==> config.mk <==
export PLATFORM = sky130hd
export DESIGN_NAME = qwc_divider
export DESIGN_NICKNAME = d
export VERILOG_FILES = /design/src/rtl/assert_macros.svh /design/src/rtl/qwc_pkg.sv /design/src/rtl/qwc_divider.sv
export SDC_FILE = /design/constraint.sdc
export NUM_CORES = 1
export LEC_CHECK = 0
export BUFFER_PORTS_ARGS = -buffer_cell sky130_fd_sc_hd__clkbuf_2
export CORE_MARGIN = 2
export CORE_UTILIZATION = 25
export DETAILED_ROUTE_END_ITERATION = 6
export GPL_ROUTABILITY_DRIVEN = 0
export GPL_TIMING_DRIVEN = 0
export PLACE_DENSITY = 0.47
export SYNTH_ARGS = -nofsm -noshare
export SYNTH_HDL_FRONTEND = slang
export SYNTH_SLANG_ARGS = --single-unit
==> constraint.sdc <==
create_clock -name clk -period 21.2 [get_ports clk]
set_input_delay 4.24 -clock clk [delete_from_list [all_inputs] [get_ports clk]]
set_output_delay 4.24 -clock clk [all_outputs]
set_load 0.01 [all_outputs]
==> src/rtl/assert_macros.svh <==
// Assertion macros used by the top-level RTL file.
`ifndef ASSERT_MACROS_SVH
`define ASSERT_MACROS_SVH
`ifndef ASSERT_OFF
`define ASSERT_IMPLIES(label, clk, rst, a, b) \
  label: assert property (@(posedge clk) disable iff (rst) (a) |-> (b)) else $error("assertion failed");
`define ASSERT_NEXT(label, clk, rst, a, b) \
  label: assert property (@(posedge clk) disable iff (rst) (a) |=> (b)) else $error("assertion failed");
`else
`define ASSERT_IMPLIES(label, clk, rst, a, b)
`define ASSERT_NEXT(label, clk, rst, a, b)
`endif
`endif

==> src/rtl/qwc_pkg.sv <==
// Package with payload types, constants and tables of the waypoint controller.
package qwc_pkg;
  typedef struct packed {
    logic signed [31:0] pos_x;
    logic signed [31:0] pos_y;
    logic signed [31:0] pos_z;
    logic signed [31:0] heading;
    logic signed [31:0] vel_u;
    logic signed [31:0] vel_v;
    logic [30:0] time_step;
  } qwc_in_t;

  typedef struct packed {
    logic signed [31:0] pitch_cmd;
    logic signed [31:0] roll_cmd;
    logic signed [31:0] yaw_rate_cmd;
    logic [16:0] throttle_cmd;
  } qwc_out_t;

  localparam logic [2:0] REG_GOAL_X = 3'd0;
  localparam logic [2:0] REG_GOAL_Y = 3'd1;
  localparam logic [2:0] REG_GOAL_Z = 3'd2;
  localparam logic [2:0] REG_GOAL_HEADING = 3'd3;
  localparam logic [2:0] REG_HOVER = 3'd4;
  localparam logic [2:0] REG_GAIN_P = 3'd5;
  localparam logic [2:0] REG_GAIN_I = 3'd6;
  localparam logic [2:0] REG_GAIN_D = 3'd7;

  localparam logic signed [63:0] Q_PI = 64'sd205887;
  localparam logic signed [63:0] Q_HALF_PI = 64'sd102944;
  localparam logic signed [63:0] Q_TWO_PI = 64'sd411775;
  localparam logic signed [31:0] CORDIC_GAIN = 32'sd39797;
  localparam int CORDIC_STAGES = 17;
  localparam int GUARD_BITS = 8;

  function automatic logic signed [63:0] atan_entry(input logic [4:0] i);
    logic signed [63:0] r;
    case (i)
      5'd0: r = 64'sd51472;
      5'd1: r = 64'sd30386;
      5'd2: r = 64'sd16055;
      5'd3: r = 64'sd8150;
      5'd4: r = 64'sd4091;
      5'd5: r = 64'sd2047;
      5'd6: r = 64'sd1024;
      5'd7: r = 64'sd512;
      5'd8: r = 64'sd256;
      5'd9: r = 64'sd128;
      5'd10: r = 64'sd64;
      5'd11: r = 64'sd32;
      5'd12: r = 64'sd16;
      5'd13: r = 64'sd8;
      5'd14: r = 64'sd4;
      5'd15: r = 64'sd2;
      5'd16: r = 64'sd1;
      default: r = 64'sd0;
    endcase
    return r;
  endfunction

  function automatic logic signed [63:0] clamp64(input logic signed [63:0] v,
                                                 input logic signed [63:0] lo,
                                                 input logic signed [63:0] hi);
    return (v < lo) ? lo : ((v > hi) ? hi : v);
  endfunction

  function automatic logic signed [63:0] sat32(input logic signed [63:0] v);
    return clamp64(v, -64'sd2147483648, 64'sd2147483647);
  endfunction
endpackage

==> src/rtl/qwc_divider.sv <==
// Restoring divider, one quotient bit per cycle, truncating toward zero.
module qwc_divider import qwc_pkg::*; (
  input  logic               clk,
  input  logic               rst,
  input  logic               start,
  input  logic signed [63:0] dividend,
  input  logic [30:0]        divisor,
  output logic               done,
  output logic signed [63:0] quotient
);
  logic [63:0] mag;
  logic [63:0] quo;
  logic [31:0] rem;
  logic [6:0] count;
  logic neg;
  logic busy;
  logic [32:0] trial;

  assign trial = {rem, mag[63]} - {2'b0, divisor};

  always_ff @(posedge clk) begin
    if (rst) begin
      busy <= 1'b0;
      done <= 1'b0;
    end else begin
      done <= 1'b0;
      if (start) begin
        busy <= 1'b1;
        count <= 7'd0;
        neg <= dividend[63];
        mag <= dividend[63] ? 64'(-dividend) : 64'(dividend);
        rem <= 32'd0;
        quo <= 64'd0;
      end else if (busy) begin
        if (!trial[32]) begin
          rem <= trial[31:0];
          quo <= {quo[62:0], 1'b1};
        end else begin
          rem <= {rem[30:0], mag[63]};
          quo <= {quo[62:0], 1'b0};
        end
        mag <= {mag[62:0], 1'b0};
        count <= count + 7'd1;
        if (count == 7'd63) begin
          busy <= 1'b0;
          done <= 1'b1;
        end
      end
    end
  end

  assign quotient = neg ? -$signed(quo) : $signed(quo);
endmodule
# Yosys cells after proc, flatten, opt, wreduce, memory -nomap -nowiden
# Index checks and enable logic that the tools add are counted.
[word_totals] register_bits=170 out_inout_bits=65 wordCells=31
[classes] addsub=4 n_eq_ne=1 mux=13 n_bitwise=2 n_reduce_logical=4
[ops] cell="64-bit 2-to-1 mux" count=5
[ops] cell="64-bit negation" count=2
[ops] cell="32-bit 2-to-1 mux" count=2
[ops] cell="33-bit by 31-bit subtractor with 33-bit output" count=1
[ops] cell="7-bit by 1-bit adder with 7-bit output, second input constant" count=1
[ops] cell="7-bit by 6-bit equality test with 1-bit output, second input constant" count=1
[ops] cell="7-bit 2-to-1 mux" count=1
[ops] cell="1-bit 2-to-1 mux" count=5
[ops] cell="2-bit AND reduction" count=2
[ops] cell="3-bit OR reduction" count=1
[ops] cell="1-bit inverter" count=2
[ops] cell="2-bit nonzero test" count=1

# Depth between registers and ports, before layout
[logic_depth] ltp_word=4 ltp_mapped=13 ltp_nobuf=12

# Worst setup path before layout
# OpenSTA, ideal clock, no wires.
[synth_path] path_kind="input to register" start="in start" end="reg count[0] (enable)" arrival_ns=11.543 required_ns=20.503 setup_slack_ns=8.960 stages=3 n_path_buf=1 cell_sequence="clkbuf_1 -> nor2_1 -> nor2_1"
[synth_between] elab_chain_cells=2
[synth_lines] item="start: declaration" line_no="qwc_divider.sv:5" text="input logic start,"
[synth_lines] item="2-bit nonzero test (no line)"
[synth_lines] item="2-bit AND reduction (no line)"
[synth_lines] item="end signal: assignment" line_no="qwc_divider.sv:43" text="count <= count + 7'd1;"
[synth_lines] item="end: declaration" line_no="qwc_divider.sv:14" text="logic [6:0] count;"
# No other way between the ends.
# A chain may end at the register's enable or synchronous reset.

# Worst setup path after layout
[layout_path] start="reg quo[4]" end="out quotient[44]"
[layout_between] elab_chain_cells=2
[layout_lines] item="start: declaration" line_no="qwc_divider.sv:12" text="logic [63:0] quo;"
[layout_lines] item="start signal: assignment" line_no="qwc_divider.sv:37" text="quo <= {quo[62:0], 1'b1};"
[layout_lines] item="start signal: assignment" line_no="qwc_divider.sv:40" text="quo <= {quo[62:0], 1'b0};"
[layout_lines] item="64-bit negation" line_no="qwc_divider.sv:52" text="assign quotient = neg ? -$signed(quo) : $signed(quo);"
[layout_lines] item="64-bit 2-to-1 mux" line_no="qwc_divider.sv:52"
[layout_lines] item="end: declaration" line_no="qwc_divider.sv:9" text="output logic signed [63:0] quotient"
# No other way between the ends.

==> results.md <==
* Root Driver: clkbuf_16
* Async S/R FF share, synth at 0%
* CP endpoint kind: output pin
* CP Class: register to output pin
* Layout cells sized above 1 at 19.05%
* Die area at 47260 µm²
* Total GRT Usage at 14.44%
* Hold Vio Cnt, Final at 0
* FMAX at between 100 and 150 MHz
* Status: completed
* Post-Synth Adder-Cell Area at under 10%
* GR Overflow Total at 0
* Clk_skew at slightly above 0.008 ns
* Top sig layer: met4
* Largest net degree at the start of global routing at 33
* Worst-Margin Slew at 0.8874 ns
* Reg2reg setup slack at 17.07 ns
* Most frequent cells in the layout: 168 x edfxtp_1, 162 x clkbuf_2, 99 x xnor2_1
* Synth Area in Compound Gates at 13.43%
* Worst Hold Launch: busy$_SDFF_PP0_
* Worst hold path depth at 1
* Final TNS setup at 0 ns
* Slew Viols, Final at 0
* N_diodes at 0
* Io pins at about 160
* DP Wirelength at 24.52 mm
* Layout Utilization at a little under a third
* Final std cells w/o fill at a little under 2000
* Register-to-Register Path Depth at 12
* Placed Instance Area at around 13000 µm²
* CTS sink cnt at 170
* First-pass GRT wire length at 52.27 mm
* Met3 WL at 1.536 mm
* CTS Buf Count at 17
* Flops & latches, synth at 170
* DIE WIDTH at 217.4 µm
* Initial antenna violation count at 1
* WL met2 at 14.83 mm
* H-tree Lvls at 4
* Unique masters post-synth at 60
* DR pass1 iterations at 6
* Worst R2R End: rem[30]$_SDFFCE_PP0P_
* EDFF count, synth at 168
* Wirelength per Cell at 17.06 µm
* Die H at ~220 µm
* Period utilization at 38.99%
* Relative slew slack at between 40% and 50%
* Tmin final at 8.266 ns
* CTS resizes at 0
* Commonest non-fill, non-tap cell in the layout: edfxtp_1
* Core box area at 45190 µm²
* Critical Path RT at 16.96 ns
* Multiplexer share of the synthesized area at 5.572%
* Cell count after synthesis at 1128
* Pleak at 0.005058 µW
* Max-Cap Viols at 0
* Final Power at 977.4 µW
* Min-delay worst type: register to register
* Ys flop type: edfxtp_1
* Clock latency on the worst-skew pair at 0.49 ns
* Rows at 78
* DRT antenna net count at 0
* WHS Endpoint: done$_SDFF_PP0_
* PortBufs at 162
* RSZ-0062 raised after global routing: false
* Synthesized area per cell at ~10 µm²
* Total Wirelength at 32.89 mm
* Final instance area at 13640 µm²
* Post-Synthesis Cell Area at approximately 11000 µm²
* Simple logic cell fraction of the synthesized area at 17.31%
* Starting Density at 25.20%
* Drt initial violations at 447
* Drt drc at 0
* Net Count, Synth at 1261
* Final net count at 1448
* CTS tree: yes
* CP Launch Type: register
* Largest fanout on the critical path at 7
* DP Cell Count at 1896
* Power Density at 71.64 nW/µm²
* Longest Clk Path Bufs at 2
* VDD IR max at 0.05036 mV
* Xor/xnor cell area share of the yosys netlist at 11.92%
* Largest family of logic cells by synthesized area: simple AND/OR/NAND/NOR gates
* # setup viols final at 0
* Data arrival, critical path at 4.03 ns
* Vias per cell at roughly 4.7
* Yosys warns at 0
* DR vias at 9109
* Seq/Total Area, Yosys at 44.66%
* RR Startpoint: mag[63]$_DFFE_PP_
* Vias in the first global route at around 9200
* Clk slew on worst S/H paths at 0.07 ns
* M1 WL at 15.97 mm
* # hold bufs at CTS at 0
* # Post-CTS Setup Buffers at 0
* Area growth, synth to finish at 19.83%
where the power goes:
part | internal (µW) | switching [µW] | total (µW)
Combinational | 103 | 141 | 244
Clock | 172 | 143 | 314
Sequential | 403 | 15.3 | 419
synthesized netlist by cell type (2+ instances only):
cell type  number  area [µm²]
a211o_1         2       17.52
and2_1          4       25.02
buf_2           2       10.01
nor2_1         98       367.9
nand3_1        18       90.09
o31ai_1        28       210.2
nand4_2         2       25.02
or4_1          15       112.6
nor3_1         16       80.08
a311oi_1        2       17.52
o21ai_0        57       285.3
buf_1           4       15.01
mux2_2         35       394.1
xnor2_1        99       867.1
or2_2           6       37.54
ha_1           34       425.4
edfxtp_1      168        5045
nand4_1         4       25.02
a211oi_1        9       67.56
nand2b_1       11       68.82
o211ai_1        4       30.03
xor2_1         56       490.5
clkbuf_1       41       153.9
o41ai_2         2       32.53
or3_1          25       156.4
o21a_1         13       97.59
nand2_1        76       285.3
o41ai_1        18       157.7
a31oi_1         9       56.30
or3_4           4       45.04
mux2i_1        24       240.2
o31ai_2         2       25.02
nor2b_1        72       450.4
dfxtp_1         2       40.04
inv_1          47       176.4
nor4_1          8       50.05
a21o_1         15       112.6
a21oi_1        69       345.3
and3_1          5       31.28
o311ai_0        2       17.52
logic make-up (layout without fill, tap and decap cells):
logic type / count (synthesis) / count (layout)
buf+inv: 95 / 295
mux: 59 / 59
compound gates: 239 / 239
fa+ha+maj: 35 / 35
xor+xnor: 155 / 155
flops: 170 / 170
simple gates: 375 / 375
cell type report:
cell class | instances | area (µm²)
buffer | 48 | 186.4
clock buffer | 19 | 432.9
clock inverter | 13 | 127.6
fill | 4775 | 31540
inverter | 47 | 176.4
multi-input combinational | 863 | 5944
sequential | 170 | 5085
tap | 600 | 750.7
timing repair buffer | 168 | 938.4
worst max-delay path by stage:
stage | start | endpoint | slack [ns] | depth (start not counted)
CTS | quo[4]$_SDFFCE_PP0P_ | quotient[44] | 12.89 | 10
global route | quo[4]$_SDFFCE_PP0P_ | quotient[44] | 12.68 | 10
finish | quo[4]$_SDFFCE_PP0P_ | quotient[44] | 12.93 | 10
global placement | start | mag[33]$_DFFE_PP_ | 4.26 | 4
floorplan | start | count[0]$_SDFFCE_PP0P_ | 8.96 | 3
detailed placement | divisor[0] | rem[30]$_SDFFCE_PP0P_ | 13.10 | 12
metal layers:
layer  GRT usage, %  up-vias
met2          22.53      220
met3          3.508       30
met5              0        -
met1          19.47     4380
li1               -     4479
met4          4.954        0
critical path, stage by stage, from the launching register on:
cell	delay [ns]
edfxtp_1	0.45
nor4_1	0.42
nand2_1	0.19
or3_1	0.44
nand2b_1	0.28
nand3b_1	0.46
or3_1	0.47
or2_2	0.32
o21ai_0	0.20
xnor2_1	0.15
clkbuf_2	0.17
sequential cells by signal (all words and copies together), names as in the netlist:
name   cells
rem       32
busy       1
count      7
mag       64
neg        1
done       1
quo       64
stage by stage:
| stage | setup slack [ns] | hold WS [ns] |
|---|---|---|
| 5_1_grt | 12.68 | 0.5121 |
| 2_1_floorplan | 8.960 | 0.4600 |
| 3_3_place_gp | 4.259 | 0.4715 |
| 6_report | 12.93 | 0.4984 |
| 3_5_place_dp | 13.10 | 0.4890 |
| 4_1_cts | 12.89 | 0.5010 |
(Power assumes the default switching activity.)
